<file path="config.mk">
export PLATFORM = sky130hd
export DESIGN_NAME = point_window_average_stability
export DESIGN_NICKNAME = d
export VERILOG_FILES = /design/src/rtl/core/pwas_pkg.sv /design/src/rtl/core/pwas_sequencer.sv /design/src/rtl/core/pwas_datapath.sv /design/src/rtl/core/point_window_average_stability.sv
export SDC_FILE = /design/constraint.sdc
export NUM_CORES = 1
export LEC_CHECK = 0
export BUFFER_PORTS_ARGS = -buffer_cell sky130_fd_sc_hd__buf_2
export CORE_AREA = 3 3 187 371
export DETAILED_ROUTE_END_ITERATION = 10
export DIE_AREA = 0 0 190 374
export SLEW_MARGIN = 5
export SYNTH_ARGS = -nofsm -noshare
export SYNTH_HDL_FRONTEND = slang
export SYNTH_SLANG_ARGS = --single-unit
</file>
<file path="constraint.sdc">
create_clock -name clk -period 12.9 [get_ports clk]
set_input_delay 1.935 -clock clk [delete_from_list [all_inputs] [get_ports clk]]
set_output_delay 1.935 -clock clk [all_outputs]
set_load 0.02 [all_outputs]
</file>
<file path="src/rtl/core/pwas_pkg.sv">
package pwas_pkg;

	// Defaults for the top-level parameters
	localparam int DEPTH_DEF    = 8;
	localparam int COORD_W_DEF  = 16;

	// Tolerance registers and configuration port
	localparam int TOL_W        = 15;
	localparam int TOL_RESET    = 16;
	localparam int CFG_IDX_W    = 1;

	// Q11.4 code stored for a missing point (-1.0)
	localparam int MISSING_CODE = -16;

	typedef enum logic [CFG_IDX_W-1:0] {
		REG_TOL_X = 1'b0,
		REG_TOL_Y = 1'b1
	} reg_idx_t;

	// Program counter and step addresses
	localparam int PC_W = 3;
	typedef logic [PC_W-1:0] pc_t;

	localparam pc_t PC_IDLE     = 3'd0;
	localparam pc_t PC_SCAN     = 3'd1;
	localparam pc_t PC_DRAIN    = 3'd2;
	localparam pc_t PC_DIV_INIT = 3'd3;
	localparam pc_t PC_DIV      = 3'd4;
	localparam pc_t PC_DONE     = 3'd5;

	// Jump conditions
	typedef enum logic [2:0] {
		C_ALWAYS,
		C_ACCEPT,
		C_SCAN_MORE,
		C_DIV_MORE,
		C_OUT_FREE
	} cond_t;

	// One control word: jump when cond is met, else hold or fall through
	typedef struct packed {
		cond_t cond;
		pc_t   target;
		logic  hold;
		logic  op_start;
		logic  op_read;
		logic  op_acc;
		logic  op_div_init;
		logic  op_div_step;
		logic  op_finish;
	} ucode_t;

	// Strobes from sequencer to datapath
	typedef struct packed {
		logic start;
		logic read;
		logic acc;
		logic div_init;
		logic div_step;
		logic finish;
	} ctrl_t;

	// Status from datapath to sequencer
	typedef struct packed {
		logic scan_last;
		logic div_last;
		logic out_free;
	} stat_t;

	// Control store
	function automatic ucode_t ucode_rom(input pc_t pc);
		ucode_t w;
		w = '{cond: C_ALWAYS, target: PC_IDLE, hold: 1'b0, op_start: 1'b0, op_read: 1'b0,
			op_acc: 1'b0, op_div_init: 1'b0, op_div_step: 1'b0, op_finish: 1'b0};
		unique case (pc)
			PC_IDLE: begin
				// wait for a word, store it in the window
				w.cond     = C_ACCEPT;
				w.target   = PC_SCAN;
				w.hold     = 1'b1;
				w.op_start = 1'b1;
			end
			PC_SCAN: begin
				// read one held entry a cycle, accumulate the previous one
				w.cond    = C_SCAN_MORE;
				w.target  = PC_SCAN;
				w.op_read = 1'b1;
				w.op_acc  = 1'b1;
			end
			PC_DRAIN: begin
				w.cond   = C_ALWAYS;
				w.target = PC_DIV_INIT;
				w.op_acc = 1'b1;
			end
			PC_DIV_INIT: begin
				w.cond        = C_ALWAYS;
				w.target      = PC_DIV;
				w.op_div_init = 1'b1;
			end
			PC_DIV: begin
				w.cond        = C_DIV_MORE;
				w.target      = PC_DIV;
				w.op_div_step = 1'b1;
			end
			PC_DONE: begin
				w.cond      = C_OUT_FREE;
				w.target    = PC_IDLE;
				w.hold      = 1'b1;
				w.op_finish = 1'b1;
			end
			default: begin
				w.cond   = C_ALWAYS;
				w.target = PC_IDLE;
			end
		endcase
		return w;
	endfunction

endpackage

</file>
<file path="src/rtl/core/pwas_sequencer.sv">
module pwas_sequencer
	import pwas_pkg::*;
(
	input  logic  clk,
	input  logic  arst_n,
	input  logic  in_valid,
	output logic  in_ready,
	input  stat_t stat,
	output ctrl_t ctrl
);

	pc_t    pc_q;
	ucode_t word;
	logic   cond_met;

	// Fetch the control word
	assign word     = ucode_rom(pc_q);
	assign in_ready = word.op_start;

	// Evaluate the jump condition
	always_comb begin
		unique case (word.cond)
			C_ALWAYS:    cond_met = 1'b1;
			C_ACCEPT:    cond_met = in_valid;
			C_SCAN_MORE: cond_met = !stat.scan_last;
			C_DIV_MORE:  cond_met = !stat.div_last;
			C_OUT_FREE:  cond_met = stat.out_free;
			default:     cond_met = 1'b1;
		endcase
	end

	// Gate the strobes with their wait conditions
	always_comb begin
		ctrl.start    = word.op_start && in_valid;
		ctrl.read     = word.op_read;
		ctrl.acc      = word.op_acc;
		ctrl.div_init = word.op_div_init;
		ctrl.div_step = word.op_div_step;
		ctrl.finish   = word.op_finish && stat.out_free;
	end

	// Advance the step counter
	always_ff @(posedge clk or negedge arst_n) begin
		if (!arst_n) begin
			pc_q <= PC_IDLE;
		end else if (cond_met) begin
			pc_q <= word.target;
		end else if (!word.hold) begin
			pc_q <= pc_q + 1'b1;
		end
	end

endmodule

</file>
<file path="src/rtl/core/pwas_datapath.sv">
module pwas_datapath
	import pwas_pkg::*;
#(
	parameter int DEPTH   = DEPTH_DEF,
	parameter int COORD_W = COORD_W_DEF,
	localparam int CNT_W  = $clog2(DEPTH + 1)
) (
	input  logic                      clk,
	input  logic                      arst_n,
	input  ctrl_t                     ctrl,
	output stat_t                     stat,
	input  logic                      cfg_we,
	input  logic [CFG_IDX_W-1:0]      cfg_index,
	input  logic [TOL_W-1:0]          cfg_data,
	input  logic signed [COORD_W-1:0] point_x,
	input  logic signed [COORD_W-1:0] point_y,
	input  logic                      point_valid,
	output logic signed [COORD_W-1:0] mean_x,
	output logic signed [COORD_W-1:0] mean_y,
	output logic [CNT_W-1:0]          samples_held,
	output logic                      stable,
	output logic                      out_valid,
	input  logic                      out_ready
);

	localparam int ADDR_W = $clog2(DEPTH);
	localparam int ENT_W  = 2 * COORD_W + 1;
	localparam int SUM_W  = COORD_W + $clog2(DEPTH);
	localparam int REM_W  = CNT_W + 1;
	localparam int DCNT_W = $clog2(SUM_W);
	localparam int CMP_W  = (COORD_W + 1 > TOL_W + 1) ? COORD_W + 1 : TOL_W + 1;

	// Window memory, entry = {valid, x, y}
	logic [ENT_W-1:0] mem_q [DEPTH];
	logic [ENT_W-1:0] rd_data_q;
	logic [ENT_W-1:0] wr_data;

	// Control state
	logic [TOL_W-1:0]  tol_x_q, tol_y_q;
	logic [ADDR_W-1:0] slot_q;
	logic [CNT_W-1:0]  held_q;
	logic [ADDR_W-1:0] idx_q;
	logic              pend_q;
	logic              first_q;
	logic [DCNT_W-1:0] div_cnt_q;
	logic              out_full_q;

	// Accumulators and divider lanes
	logic signed [SUM_W-1:0]   sum_x_q, sum_y_q;
	logic signed [COORD_W-1:0] min_x_q, max_x_q, min_y_q, max_y_q;
	logic                      all_valid_q;
	logic                      neg_x_q, neg_y_q;
	logic [SUM_W-1:0]          quot_x_q, quot_y_q;
	logic [REM_W-1:0]          rem_x_q, rem_y_q;
	logic                      stab_q;

	// Output register
	logic signed [COORD_W-1:0] mean_x_q, mean_y_q;
	logic [CNT_W-1:0]          held_out_q;
	logic                      stable_q;

	logic signed [COORD_W-1:0] ent_x, ent_y;
	logic                      ent_v;
	logic [SUM_W-1:0]          mag_x, mag_y;
	logic [REM_W-1:0]          trial_x, trial_y, divisor;
	logic [COORD_W:0]          spread_x, spread_y;
	logic                      stab_now;
	logic [SUM_W-1:0]          res_x, res_y;

	assign ent_v = rd_data_q[2*COORD_W];
	assign ent_x = rd_data_q[2*COORD_W-1:COORD_W];
	assign ent_y = rd_data_q[COORD_W-1:0];

	// Substitute the missing-point code
	assign wr_data = point_valid ? {1'b1, point_x, point_y}
		: {1'b0, COORD_W'(MISSING_CODE), COORD_W'(MISSING_CODE)};

	// Status back to the sequencer
	assign stat.scan_last = (CNT_W'(idx_q) == held_q - 1'b1);
	assign stat.div_last  = (div_cnt_q == '0);
	assign stat.out_free  = !out_full_q || out_ready;

	// Sign and magnitude of the sums
	assign mag_x = sum_x_q[SUM_W-1] ? SUM_W'(-sum_x_q) : SUM_W'(sum_x_q);
	assign mag_y = sum_y_q[SUM_W-1] ? SUM_W'(-sum_y_q) : SUM_W'(sum_y_q);

	// One restoring-division bit per lane
	assign divisor = REM_W'(held_q);
	assign trial_x = {rem_x_q[REM_W-2:0], quot_x_q[SUM_W-1]};
	assign trial_y = {rem_y_q[REM_W-2:0], quot_y_q[SUM_W-1]};

	// Spread against tolerance
	assign spread_x = {max_x_q[COORD_W-1], max_x_q} - {min_x_q[COORD_W-1], min_x_q};
	assign spread_y = {max_y_q[COORD_W-1], max_y_q} - {min_y_q[COORD_W-1], min_y_q};
	assign stab_now = (held_q == CNT_W'(DEPTH)) && all_valid_q
		&& (CMP_W'(spread_x[COORD_W-1:0]) <= CMP_W'(tol_x_q))
		&& (CMP_W'(spread_y[COORD_W-1:0]) <= CMP_W'(tol_y_q));

	// Restore the sign of the quotients
	assign res_x = neg_x_q ? SUM_W'(-quot_x_q) : quot_x_q;
	assign res_y = neg_y_q ? SUM_W'(-quot_y_q) : quot_y_q;

	// Write and read the window memory
	always_ff @(posedge clk) begin
		if (ctrl.start) begin
			mem_q[slot_q] <= wr_data;
		end
		if (ctrl.read) begin
			rd_data_q <= mem_q[idx_q];
		end
	end

	// Hold tolerances, window pointers and sequencing state
	always_ff @(posedge clk or negedge arst_n) begin
		if (!arst_n) begin
			tol_x_q    <= TOL_W'(TOL_RESET);
			tol_y_q    <= TOL_W'(TOL_RESET);
			slot_q     <= '0;
			held_q     <= '0;
			idx_q      <= '0;
			pend_q     <= 1'b0;
			first_q    <= 1'b0;
			div_cnt_q  <= '0;
			out_full_q <= 1'b0;
		end else begin
			if (cfg_we && cfg_index == REG_TOL_X) begin
				tol_x_q <= cfg_data;
			end
			if (cfg_we && cfg_index == REG_TOL_Y) begin
				tol_y_q <= cfg_data;
			end
			pend_q <= ctrl.read;
			if (ctrl.start) begin
				slot_q  <= (slot_q == ADDR_W'(DEPTH - 1)) ? '0 : slot_q + 1'b1;
				if (held_q != CNT_W'(DEPTH)) begin
					held_q <= held_q + 1'b1;
				end
				idx_q   <= '0;
				first_q <= 1'b1;
			end else begin
				if (ctrl.read) begin
					idx_q <= idx_q + 1'b1;
				end
				if (ctrl.acc && pend_q) begin
					first_q <= 1'b0;
				end
			end
			if (ctrl.div_init) begin
				div_cnt_q <= DCNT_W'(SUM_W - 1);
			end else if (ctrl.div_step) begin
				div_cnt_q <= div_cnt_q - 1'b1;
			end
			if (ctrl.finish) begin
				out_full_q <= 1'b1;
			end else if (out_ready) begin
				out_full_q <= 1'b0;
			end
		end
	end

	// Accumulate, divide and load the output word
	always_ff @(posedge clk) begin
		if (ctrl.start) begin
			sum_x_q     <= '0;
			sum_y_q     <= '0;
			all_valid_q <= 1'b1;
		end else if (ctrl.acc && pend_q) begin
			sum_x_q <= sum_x_q + SUM_W'(ent_x);
			sum_y_q <= sum_y_q + SUM_W'(ent_y);
			if (!ent_v) begin
				all_valid_q <= 1'b0;
			end
			if (first_q || ent_x < min_x_q) min_x_q <= ent_x;
			if (first_q || ent_x > max_x_q) max_x_q <= ent_x;
			if (first_q || ent_y < min_y_q) min_y_q <= ent_y;
			if (first_q || ent_y > max_y_q) max_y_q <= ent_y;
		end
		if (ctrl.div_init) begin
			neg_x_q  <= sum_x_q[SUM_W-1];
			neg_y_q  <= sum_y_q[SUM_W-1];
			quot_x_q <= mag_x;
			quot_y_q <= mag_y;
			rem_x_q  <= '0;
			rem_y_q  <= '0;
			stab_q   <= stab_now;
		end else if (ctrl.div_step) begin
			if (trial_x >= divisor) begin
				rem_x_q  <= trial_x - divisor;
				quot_x_q <= {quot_x_q[SUM_W-2:0], 1'b1};
			end else begin
				rem_x_q  <= trial_x;
				quot_x_q <= {quot_x_q[SUM_W-2:0], 1'b0};
			end
			if (trial_y >= divisor) begin
				rem_y_q  <= trial_y - divisor;
				quot_y_q <= {quot_y_q[SUM_W-2:0], 1'b1};
			end else begin
				rem_y_q  <= trial_y;
				quot_y_q <= {quot_y_q[SUM_W-2:0], 1'b0};
			end
		end
		if (ctrl.finish) begin
			mean_x_q   <= COORD_W'(res_x);
			mean_y_q   <= COORD_W'(res_y);
			held_out_q <= held_q;
			stable_q   <= stab_q;
		end
	end

	assign mean_x       = mean_x_q;
	assign mean_y       = mean_y_q;
	assign samples_held = held_out_q;
	assign stable       = stable_q;
	assign out_valid    = out_full_q;

`ifndef ASSERT_OFF
	a_held_range: assert property (@(posedge clk) disable iff (!arst_n)
		held_q <= CNT_W'(DEPTH))
		else $error("held count above window depth");

	a_held_after_start: assert property (@(posedge clk) disable iff (!arst_n)
		ctrl.start |=> held_q != '0)
		else $error("window empty after a stored word");

	a_rem_bound: assert property (@(posedge clk) disable iff (!arst_n)
		ctrl.div_step |=> (rem_x_q < divisor) && (rem_y_q < divisor))
		else $error("divider remainder not below held count");

	a_finish_free: assert property (@(posedge clk) disable iff (!arst_n)
		ctrl.finish |-> !out_full_q || out_ready)
		else $error("output word overwritten before taken");
`endif

endmodule

</file>
<file path="src/rtl/core/point_window_average_stability.sv">
// Channel | Direction | tdata (low bit up)                  | tuser
// s_*     | in        | point_x, point_y                    | point_valid
// m_*     | out       | mean_x, mean_y, samples_held        | stable
// cfg_*   | in        | cfg_index 0 x spread limit, 1 y spread limit (write only)
//
// Each word passes through the one-entry-a-cycle window scan on the memory read
// port and then through the one-bit-a-cycle restoring divider.
// s_tready is high only while the sequencer waits in its first step.
// A finished word waits in the output register while the next word is taken.
// arst_n clears window pointers, counts and the sequencer; no clearing pass.
module point_window_average_stability
	import pwas_pkg::*;
#(
	parameter int DEPTH   = DEPTH_DEF,
	parameter int COORD_W = COORD_W_DEF,
	localparam int CNT_W  = $clog2(DEPTH + 1),
	localparam int IN_W   = ((2 * COORD_W + 7) / 8) * 8,
	localparam int OUT_W  = ((2 * COORD_W + CNT_W + 7) / 8) * 8
) (
	input  logic                 clk,
	input  logic                 arst_n,
	input  logic                 s_tvalid,
	output logic                 s_tready,
	input  logic [IN_W-1:0]      s_tdata,   // point_x, point_y
	input  logic                 s_tuser,   // point_valid
	output logic                 m_tvalid,
	input  logic                 m_tready,
	output logic [OUT_W-1:0]     m_tdata,   // mean_x, mean_y, samples_held
	output logic                 m_tuser,   // stable
	input  logic                 cfg_we,
	input  logic [CFG_IDX_W-1:0] cfg_index,
	input  logic [TOL_W-1:0]     cfg_data
);

	ctrl_t ctrl;
	stat_t stat;

	logic signed [COORD_W-1:0] mean_x, mean_y;
	logic [CNT_W-1:0]          samples_held;

	// Step through the control program
	pwas_sequencer u_seq (
		.clk      (clk),
		.arst_n   (arst_n),
		.in_valid (s_tvalid),
		.in_ready (s_tready),
		.stat     (stat),
		.ctrl     (ctrl)
	);

	// Window, accumulators, divider and output register
	pwas_datapath #(
		.DEPTH   (DEPTH),
		.COORD_W (COORD_W)
	) u_dp (
		.clk          (clk),
		.arst_n       (arst_n),
		.ctrl         (ctrl),
		.stat         (stat),
		.cfg_we       (cfg_we),
		.cfg_index    (cfg_index),
		.cfg_data     (cfg_data),
		.point_x      (s_tdata[COORD_W-1:0]),
		.point_y      (s_tdata[2*COORD_W-1:COORD_W]),
		.point_valid  (s_tuser),
		.mean_x       (mean_x),
		.mean_y       (mean_y),
		.samples_held (samples_held),
		.stable       (m_tuser),
		.out_valid    (m_tvalid),
		.out_ready    (m_tready)
	);

	// Pack the result word, zero fill to bytes
	assign m_tdata = OUT_W'({samples_held, mean_y, mean_x});

endmodule

</file>
==> results.sh, run 1 <==
export IMPL_timing_critical_path_to="u_dp.stab_q$_DFFE_PP_"
export IMPL_antenna_found_initial=1
export IMPL_met3_track_demand_over_resource_pct=1.93
export IMPL_vdd_ir_drop_max_mv=0.146
export IMPL_instances_no_fill=3071
export IMPL_cpPeakStageDelay_ps=560
export IMPL_regToRegSetupSlack_ps=8780
export IMPL_area_growth_pct=12.5
export IMPL_placedCellCount=2981
export IMPL_total_switching_power_mw=3.09
export IMPL_io_pins=97
export IMPL_io_buffers=92
export IMPL_multiInputGateArea_um2=10500
export IMPL_status="finished, final reports clean"
export IMPL_timing_critical_path_required_ps=13310
export IMPL_synth_common_cells="439 x sky130_fd_sc_hd__edfxtp_1, 183 x sky130_fd_sc_hd__ha_1, 159 x sky130_fd_sc_hd__nand2_1"
export IMPL_worst_r2r_path_depth=17
export IMPL_post_cts_resize_count=0
export IMPL_critical_path_slowest_cell="sky130_fd_sc_hd__o41ai_1"
export IMPL_worstPathCellList="inv_1 > ha_1 > fa_1 > nor2b_1 > o21ai_0 > a21oi_1 > o41ai_1 > o311ai_0 > a21o_1 > a21oi_1 > xnor2_1 > ha_1 > nand4_1 > nor3_1 > nand4_1 > a221o_1 > nor4_1"
export IMPL_sequential_cell_area_fraction_in_the_yosys_report_pct=57.8
export IMPL_routedWlPerCell_um=19.5
export IMPL_comb_power_share_pct=44.5
export IMPL_p_leak_nw=11.3
export IMPL_hold_slack_ps=466
export IMPL_clk_latency_ps=600
export IMPL_die_w_um=190
export IMPL_die_y_um=374
export IMPL_pin_count_of_the_biggest_net_entering_global_routing=75
export IMPL_synth_area_per_cell_um2=13.0
export IMPL_wire_length_of_the_first_global_routing_pass_um=94700
export IMPL_routed_wl_um=59900
export IMPL_dp_worst_setup_slack_ps=8450
export IMPL_utilization_pct=44.8
export IMPL_gp_congestion=0.873
export IMPL_hold_path_class="reg -> reg"
export IMPL_cts_tree="done"
export IMPL_design_final_nets=2390
export IMPL_synth_edf_count=439
export IMPL_final_critical_path_setup_slack_ps=8780
export IMPL_timing_worst_setup_path_type="reg -> reg"
export IMPL_post_drt_via_cell_ratio=5.34
export IMPL_antenna_violating_nets_post_route=0
export IMPL_worst_slew_margin_rel_pct=27.4
export IMPL_tritoncts_num_buffers=48
export IMPL_report_power_total_mw=7.97
export IMPL_cts_root_buf="sky130_fd_sc_hd__clkbuf_16"
export IMPL_h_tree_depth=2
export IMPL_synth_lib_cells_used_distinct=69
export IMPL_synth_flop_cell="sky130_fd_sc_hd__edfxtp_1"
export IMPL_fin_worst_skew_ps=24.5
export IMPL_clock_power_share_pct=19.9
export IMPL_violation_count_after_the_first_detailed_route_iteration=735
export IMPL_intPower_mw=4.88
export IMPL_die_area_um2=71100
export IMPL_r2r_end="u_dp.stab_q$_DFFE_PP_"
export IMPL_synthesis_instances=2045
export IMPL_setup_violations=0
export IMPL_crit_start="u_dp.max_x_q[0]$_DFFE_PP_"
export IMPL_startpoint_type="flop"
export IMPL_synth_area_leader_cell="sky130_fd_sc_hd__edfxtp_1"
export IMPL_post_route_drc_count=0
export IMPL_seqPwrFrac_pct=35.5
export IMPL_globalRouteOverflowTotal=0
export IMPL_first_pass_iters=7
export IMPL_core_area_um2=66900
export IMPL_fraction_of_power_spent_switching_nets_pct=38.8
export IMPL_pwr_density_cell_nw_per_um2=266
export IMPL_r2r_start="u_dp.max_x_q[0]$_DFFE_PP_"
export IMPL_post_cts_repair_setup_buffers=0
export IMPL_layout_drive_gt1_share_pct=16.2
export IMPL_final_area_um2=30000
export IMPL_worst_slew_pin_transition_ps=1090
export IMPL_synthesis_yosys_warnings=0
export IMPL_cap_viol_max_count=0
export IMPL_netlist_top_cells_area="sky130_fd_sc_hd__edfxtp_1 49%, sky130_fd_sc_hd__ha_1 8.6%, sky130_fd_sc_hd__mux4_2 5.6%"
export IMPL_sum_neg_setup_slack_ps=0
export IMPL_min_period_ps=4120
export IMPL_synth_async_reset_ratio_pct=9.50
export IMPL_initial_core_util_pct=39.8
export IMPL_timing_final_max_slew_violations=0
export IMPL_postPlaceCellArea_um2=28200
export IMPL_gr_usage_all_layers_pct=16.8
export IMPL_register_area_um2=15400
export IMPL_fmaxAchievable_mhz=243
export IMPL_crit_arrival_ps=4520
export IMPL_synth_top_cell_area_share_pct=49.5
export IMPL_path_clk_slew_ps=70
export IMPL_cts_hold_repair_buffers=0
export IMPL_synth_ff_latch_count=537
export IMPL_vias_in_the_first_global_route=17264
export IMPL_globalRouteMet2Util_pct=31.8
export IMPL_fp_row_count=134
export IMPL_n_fill_cell=5989
export IMPL_cp_end_kind="flop"
export IMPL_ctsLongestPathBuffers=3
export IMPL_most_repeated_cell_in_the_gate_level_netlist_after_synthesis="sky130_fd_sc_hd__edfxtp_1"
export IMPL_period_share_pct=31.9
export IMPL_post_synth_instance_area_um2=26600
export IMPL_dr_total_vias=16398
export IMPL_hpwl_um=42300
export IMPL_critical_path_peak_fanout=4
export IMPL_finalHoldViolCount=0
export IMPL_rsz0062_at_grt="no"
export IMPL_cts_sink_count=537
export IMPL_grt_most_used_layer="met2"
export IMPL_grt_util_met1_pct=19.1
-- state kept, by name, summed over array words and instances, names as in the netlist, 19 cells and up --
signal,count
u_dp.quot_y_q,19
u_dp.rd_data_q,33
u_dp.mem_q,264
u_dp.sum_x_q,19
u_dp.quot_x_q,19
u_dp.sum_y_q,19
-- power groups by stage --
stage / clock (mW) / sequential (mW) / combinational (mW)
after floorplan: 0 / 2.67 / 2.75
after global placement: 0 / 2.86 / 3.44
after global routing: 1.69 / 2.89 / 4.02
after detailed placement: 0 / 2.88 / 3.57
final: 1.59 / 2.83 / 3.55
after CTS: 1.63 / 2.84 / 3.60
-- routing by layer --
| layer | wire, um | vias to the layer above |
|---|---|---|
| met5 | 0 | - |
| met4 | 2290 | 0 |
| met3 | 2380 | 115 |
| met2 | 32300 | 381 |
| met1 | 22900 | 8071 |
| li1 | - | 7831 |
-- how the worst min path moves through the flow --
stage	start	slack, ps	endpoint	depth (start not counted)
3_3_place_gp	u_dp.rem_x_q[3]$_SDFFE_PP0N_	440	u_dp.rem_x_q[3]$_SDFFE_PP0N_	2
2_1_floorplan	u_dp.stab_q$_DFFE_PP_	400	u_dp.stable$_DFFE_PP_	0
6_report	u_dp.rem_x_q[3]$_SDFFE_PP0N_	470	u_dp.rem_x_q[3]$_SDFFE_PP0N_	2
3_5_place_dp	u_dp.rem_y_q[3]$_SDFFE_PP0N_	460	u_dp.rem_y_q[3]$_SDFFE_PP0N_	2
5_1_grt	u_dp.rem_x_q[3]$_SDFFE_PP0N_	480	u_dp.rem_x_q[3]$_SDFFE_PP0N_	2
4_1_cts	u_dp.rem_x_q[3]$_SDFFE_PP0N_	470	u_dp.rem_x_q[3]$_SDFFE_PP0N_	2
-- critical path, delay by kind of cell, from the launching register on --
family                   cells  cell delay [ps]
adder cells (fa/ha/maj)      3              710
AO/OA/AOI/OAI                7             1950
XOR/XNOR                     1               80
AND/OR/NAND/NOR              5              720
buffers and inverters        1               80
flip-flops                   1              400
-- cell type report --
cell class | count | share of cell area, %
flip-flops and latches | 537 | 51.4
multi-input cells | 1307 | 35.2
clock buffers | 62 | 4.56
well taps | 884 | 3.69
repair buffers | 113 | 2.06
inverters | 140 | 1.75
clock inverters | 27 | 1.36
diodes | 1 | 0.00835
-- cells by family (layout without fill, tap and decap cells) --
kind of cell	count (synthesis)	in the layout	share of synthesized area (%)
DFF	537	537	57.8
buffers and inverters	204	342	2.94
adders and majority gates	189	189	9.05
muxes	144	144	8.82
xor gates and xnor gates	117	117	3.85
and+or+nand+nor	465	465	8.47
AOI/OAI and AO/OA	388	388	9.04
other	1	5	0.0141
-- placed cells by master, fill, tap and decap left out, types with 50 or more instances in the layout --
master / count
sky130_fd_sc_hd__inv_1: 140
sky130_fd_sc_hd__mux2_2: 65
sky130_fd_sc_hd__nor2_1: 98
sky130_fd_sc_hd__a21oi_1: 119
sky130_fd_sc_hd__nand2_1: 159
sky130_fd_sc_hd__xor2_1: 56
sky130_fd_sc_hd__o21ai_0: 105
sky130_fd_sc_hd__edfxtp_1: 439
sky130_fd_sc_hd__mux4_2: 66
sky130_fd_sc_hd__ha_1: 182
sky130_fd_sc_hd__clkbuf_16: 50
sky130_fd_sc_hd__xnor2_1: 61
sky130_fd_sc_hd__buf_2: 92
(Power assumes the default switching activity.)
==> run 2: changes to the inputs <==
clock period = 3.6 ns   (was 12.9 ns; I/O delays follow)
==> results.sh, run 2 (synthesized netlist as in run 1, its figures left out) <==
export IMPL_status="finished, violations left"
export IMPL_failed_checks="negative setup slack"
export IMPL_period_share_pct=105
export IMPL_timing_worst_setup_path_type="reg -> reg"
export IMPL_first_pass_iters=5
export IMPL_cap_viol_max_count=0
export IMPL_violation_count_after_the_first_detailed_route_iteration=895
export IMPL_leading_cell_types_in_the_layout_fill_and_taps_excluded="439 x sky130_fd_sc_hd__edfxtp_1, 181 x sky130_fd_sc_hd__ha_1, 159 x sky130_fd_sc_hd__nand2_1, 138 x sky130_fd_sc_hd__inv_1, 115 x sky130_fd_sc_hd__a21oi_1"
export IMPL_antenna_violating_nets_post_route=0
export IMPL_cts_hold_repair_buffers=0
export IMPL_seqPwrFrac_pct=34.5
export IMPL_routed_wl_um=59700
export IMPL_clock_power_share_pct=17.4
export IMPL_intPower_mw=17.6
export IMPL_rsz0062_at_grt="yes"
export IMPL_max_flop_register="u_dp.mem_q"
export IMPL_comb_power_share_pct=48.0
export IMPL_registers_with_the_highest_flip_flop_counts="u_dp.mem_q x264, u_dp.rd_data_q x33"
export IMPL_h_tree_depth=2
export IMPL_post_drt_via_cell_ratio=5.27
export IMPL_finalHoldViolCount=0
export IMPL_cts_sink_count=537
export IMPL_routedWlPerCell_um=19.1
export IMPL_cts_tree="done"
export IMPL_cp_end_kind="flop"
export IMPL_crit_arrival_ps=4180
export IMPL_die_area_um2=71100
export IMPL_worst_slew_pin_transition_ps=1130
export IMPL_fp_row_count=134
export IMPL_n_fill_cell=6020
export IMPL_hpwl_um=42700
export IMPL_area_growth_pct=13.9
export IMPL_gr_usage_all_layers_pct=16.8
export IMPL_die_y_um=374
export IMPL_min_period_ps=3760
export IMPL_io_pins=97
export IMPL_final_critical_path_setup_slack_ps=-164
export IMPL_post_route_drc_count=0
export IMPL_initial_core_util_pct=39.8
export IMPL_fin_worst_skew_ps=23.8
export IMPL_core_area_um2=66900
export IMPL_clk_latency_ps=600
export IMPL_path_clk_slew_ps=60
export IMPL_design_final_nets=2444
export IMPL_antenna_found_initial=10
export IMPL_placedCellCount=3027
export IMPL_hold_path_class="in -> async"
export IMPL_cts_root_buf="sky130_fd_sc_hd__clkbuf_16"
export IMPL_pin_count_of_the_biggest_net_entering_global_routing=44
export IMPL_vias_in_the_first_global_route=17406
export IMPL_flip_flop_count_of_the_largest_register_all_copies_and_words_added=264
export IMPL_wire_length_of_the_first_global_routing_pass_um=94200
export IMPL_io_buffers=92
export IMPL_tritoncts_num_buffers=48
export IMPL_final_common_cell="sky130_fd_sc_hd__edfxtp_1"
export IMPL_total_switching_power_mw=11.3
export IMPL_layout_drive_gt1_share_pct=18.3
export IMPL_gp_congestion=0.866
export IMPL_globalRouteOverflowTotal=0
export IMPL_fraction_of_power_spent_switching_nets_pct=38.9
export IMPL_die_w_um=190
export IMPL_startpoint_type="flop"
export IMPL_p_leak_nw=11.5
export IMPL_vdd_ir_drop_max_mv=0.625
export IMPL_fmaxAchievable_mhz=266
export IMPL_setup_violations=1
export IMPL_ctsLongestPathBuffers=3
export IMPL_dr_total_vias=16482
export IMPL_pwr_density_cell_nw_per_um2=953
export IMPL_timing_critical_path_required_ps=4020
export IMPL_worst_slew_margin_rel_pct=24.5
export IMPL_critical_path_peak_fanout=4
export IMPL_hold_slack_ps=152
export IMPL_instances_no_fill=3128
export IMPL_timing_final_max_slew_violations=0
## run 2: cell count changes in the layout (fill, tap and decap cells not counted), sizes merged
cell and delta:
clkinvlp -7, bufinv -4, inv -2, buf +54, diode +5, clkbuf -3
clkinv +14
## run 2: routing by layer
layer / routed length [um] / global-route usage (%)
met2: 33100 / 32.8
met4: 1590 / 4.97
met1: 22700 / 18.2
met5: 52 / 0
met3: 2290 / 2.70
## run 2: final cells by class
type | instances | area [um^2] | area share, %
Inverter | 140 | 526 | 1.73
Clock buffer | 59 | 1240 | 4.10
Multi-Input combinational cell | 1307 | 10700 | 35.2
Tap cell | 884 | 1110 | 3.65
Sequential cell | 537 | 15400 | 50.8
Clock inverter | 28 | 272 | 0.895
Timing Repair Buffer | 167 | 1090 | 3.58
Antenna cell | 6 | 15.0 | 0.0495
## run 2: power by group through the flow
stage / Clock (mW) / Sequential [mW] / Combinational, mW
after floorplan: 0 / 9.56 / 9.87
after global placement: 0 / 10.1 / 13.1
after detailed placement: 0 / 10.1 / 13.5
after CTS: 5.20 / 10.0 / 13.7
after global routing: 5.43 / 10.2 / 15.6
final: 5.04 / 9.98 / 13.9
## run 2: final timing paths
kind | slack, ps | endpoint | startpoint | cells after the start
worst max-delay path | -160 | u_dp.stab_q$_DFFE_PP_ | u_dp.min_x_q[0]$_DFFE_PP_ | 17
min in group clk | 160 | u_dp.tol_x_q[12]$_DFFE_PN0P_ | cfg_data[12] | 3
worst min register to register | 460 | u_dp.rem_x_q[3]$_SDFFE_PP0N_ | u_dp.rem_x_q[3]$_SDFFE_PP0N_ | 2
max in group asynchronous | 2640 | u_dp.idx_q[0]$_DFFE_PN0P_ | arst_n | 1
worst min-delay path | 150 | u_dp.slot_q[2]$_DFFE_PN0P_ | arst_n | 1
worst max register to register | -160 | u_dp.stab_q$_DFFE_PP_ | u_dp.min_x_q[0]$_DFFE_PP_ | 17
## run 2: timing repair
item	4_1_cts	5_1_grt
setup buffers	1	7
gates resized for setup	18	18
pin swaps	16	20
setup endpoints to repair	1	1
## run 2: stage by stage
stage	power, mW	setup TNS [ps]	utilization (%)	setup slack, ps	area (um^2)
5_1_grt	31.2	-425	45.3	-425	30300
6_report	28.9	-164	45.3	-164	30300
3_5_place_dp	23.6	-526	42.8	-526	28600
4_1_cts	28.9	-92.1	45.2	-92.1	30200
2_1_floorplan	19.4	-100970	-	-898	26700
3_3_place_gp	23.2	-348	42.8	-348	28600
## run 2: critical path, cell delays in order (launching register included)
cell                       delay, ps
sky130_fd_sc_hd__edfxtp_1        430
sky130_fd_sc_hd__ha_4            200
sky130_fd_sc_hd__fa_2            360
sky130_fd_sc_hd__nor2b_2         130
sky130_fd_sc_hd__o21ai_2          80
sky130_fd_sc_hd__a21oi_2         180
sky130_fd_sc_hd__o41ai_2          80
sky130_fd_sc_hd__buf_4           170
sky130_fd_sc_hd__o311ai_4        280
sky130_fd_sc_hd__a21o_1          150
sky130_fd_sc_hd__a21oi_1          70
sky130_fd_sc_hd__xnor2_1         140
sky130_fd_sc_hd__ha_1            300
sky130_fd_sc_hd__nand4_1          90
sky130_fd_sc_hd__nor3_2          140
sky130_fd_sc_hd__nand4_1         130
sky130_fd_sc_hd__a221o_1         380
sky130_fd_sc_hd__nor4_2          260
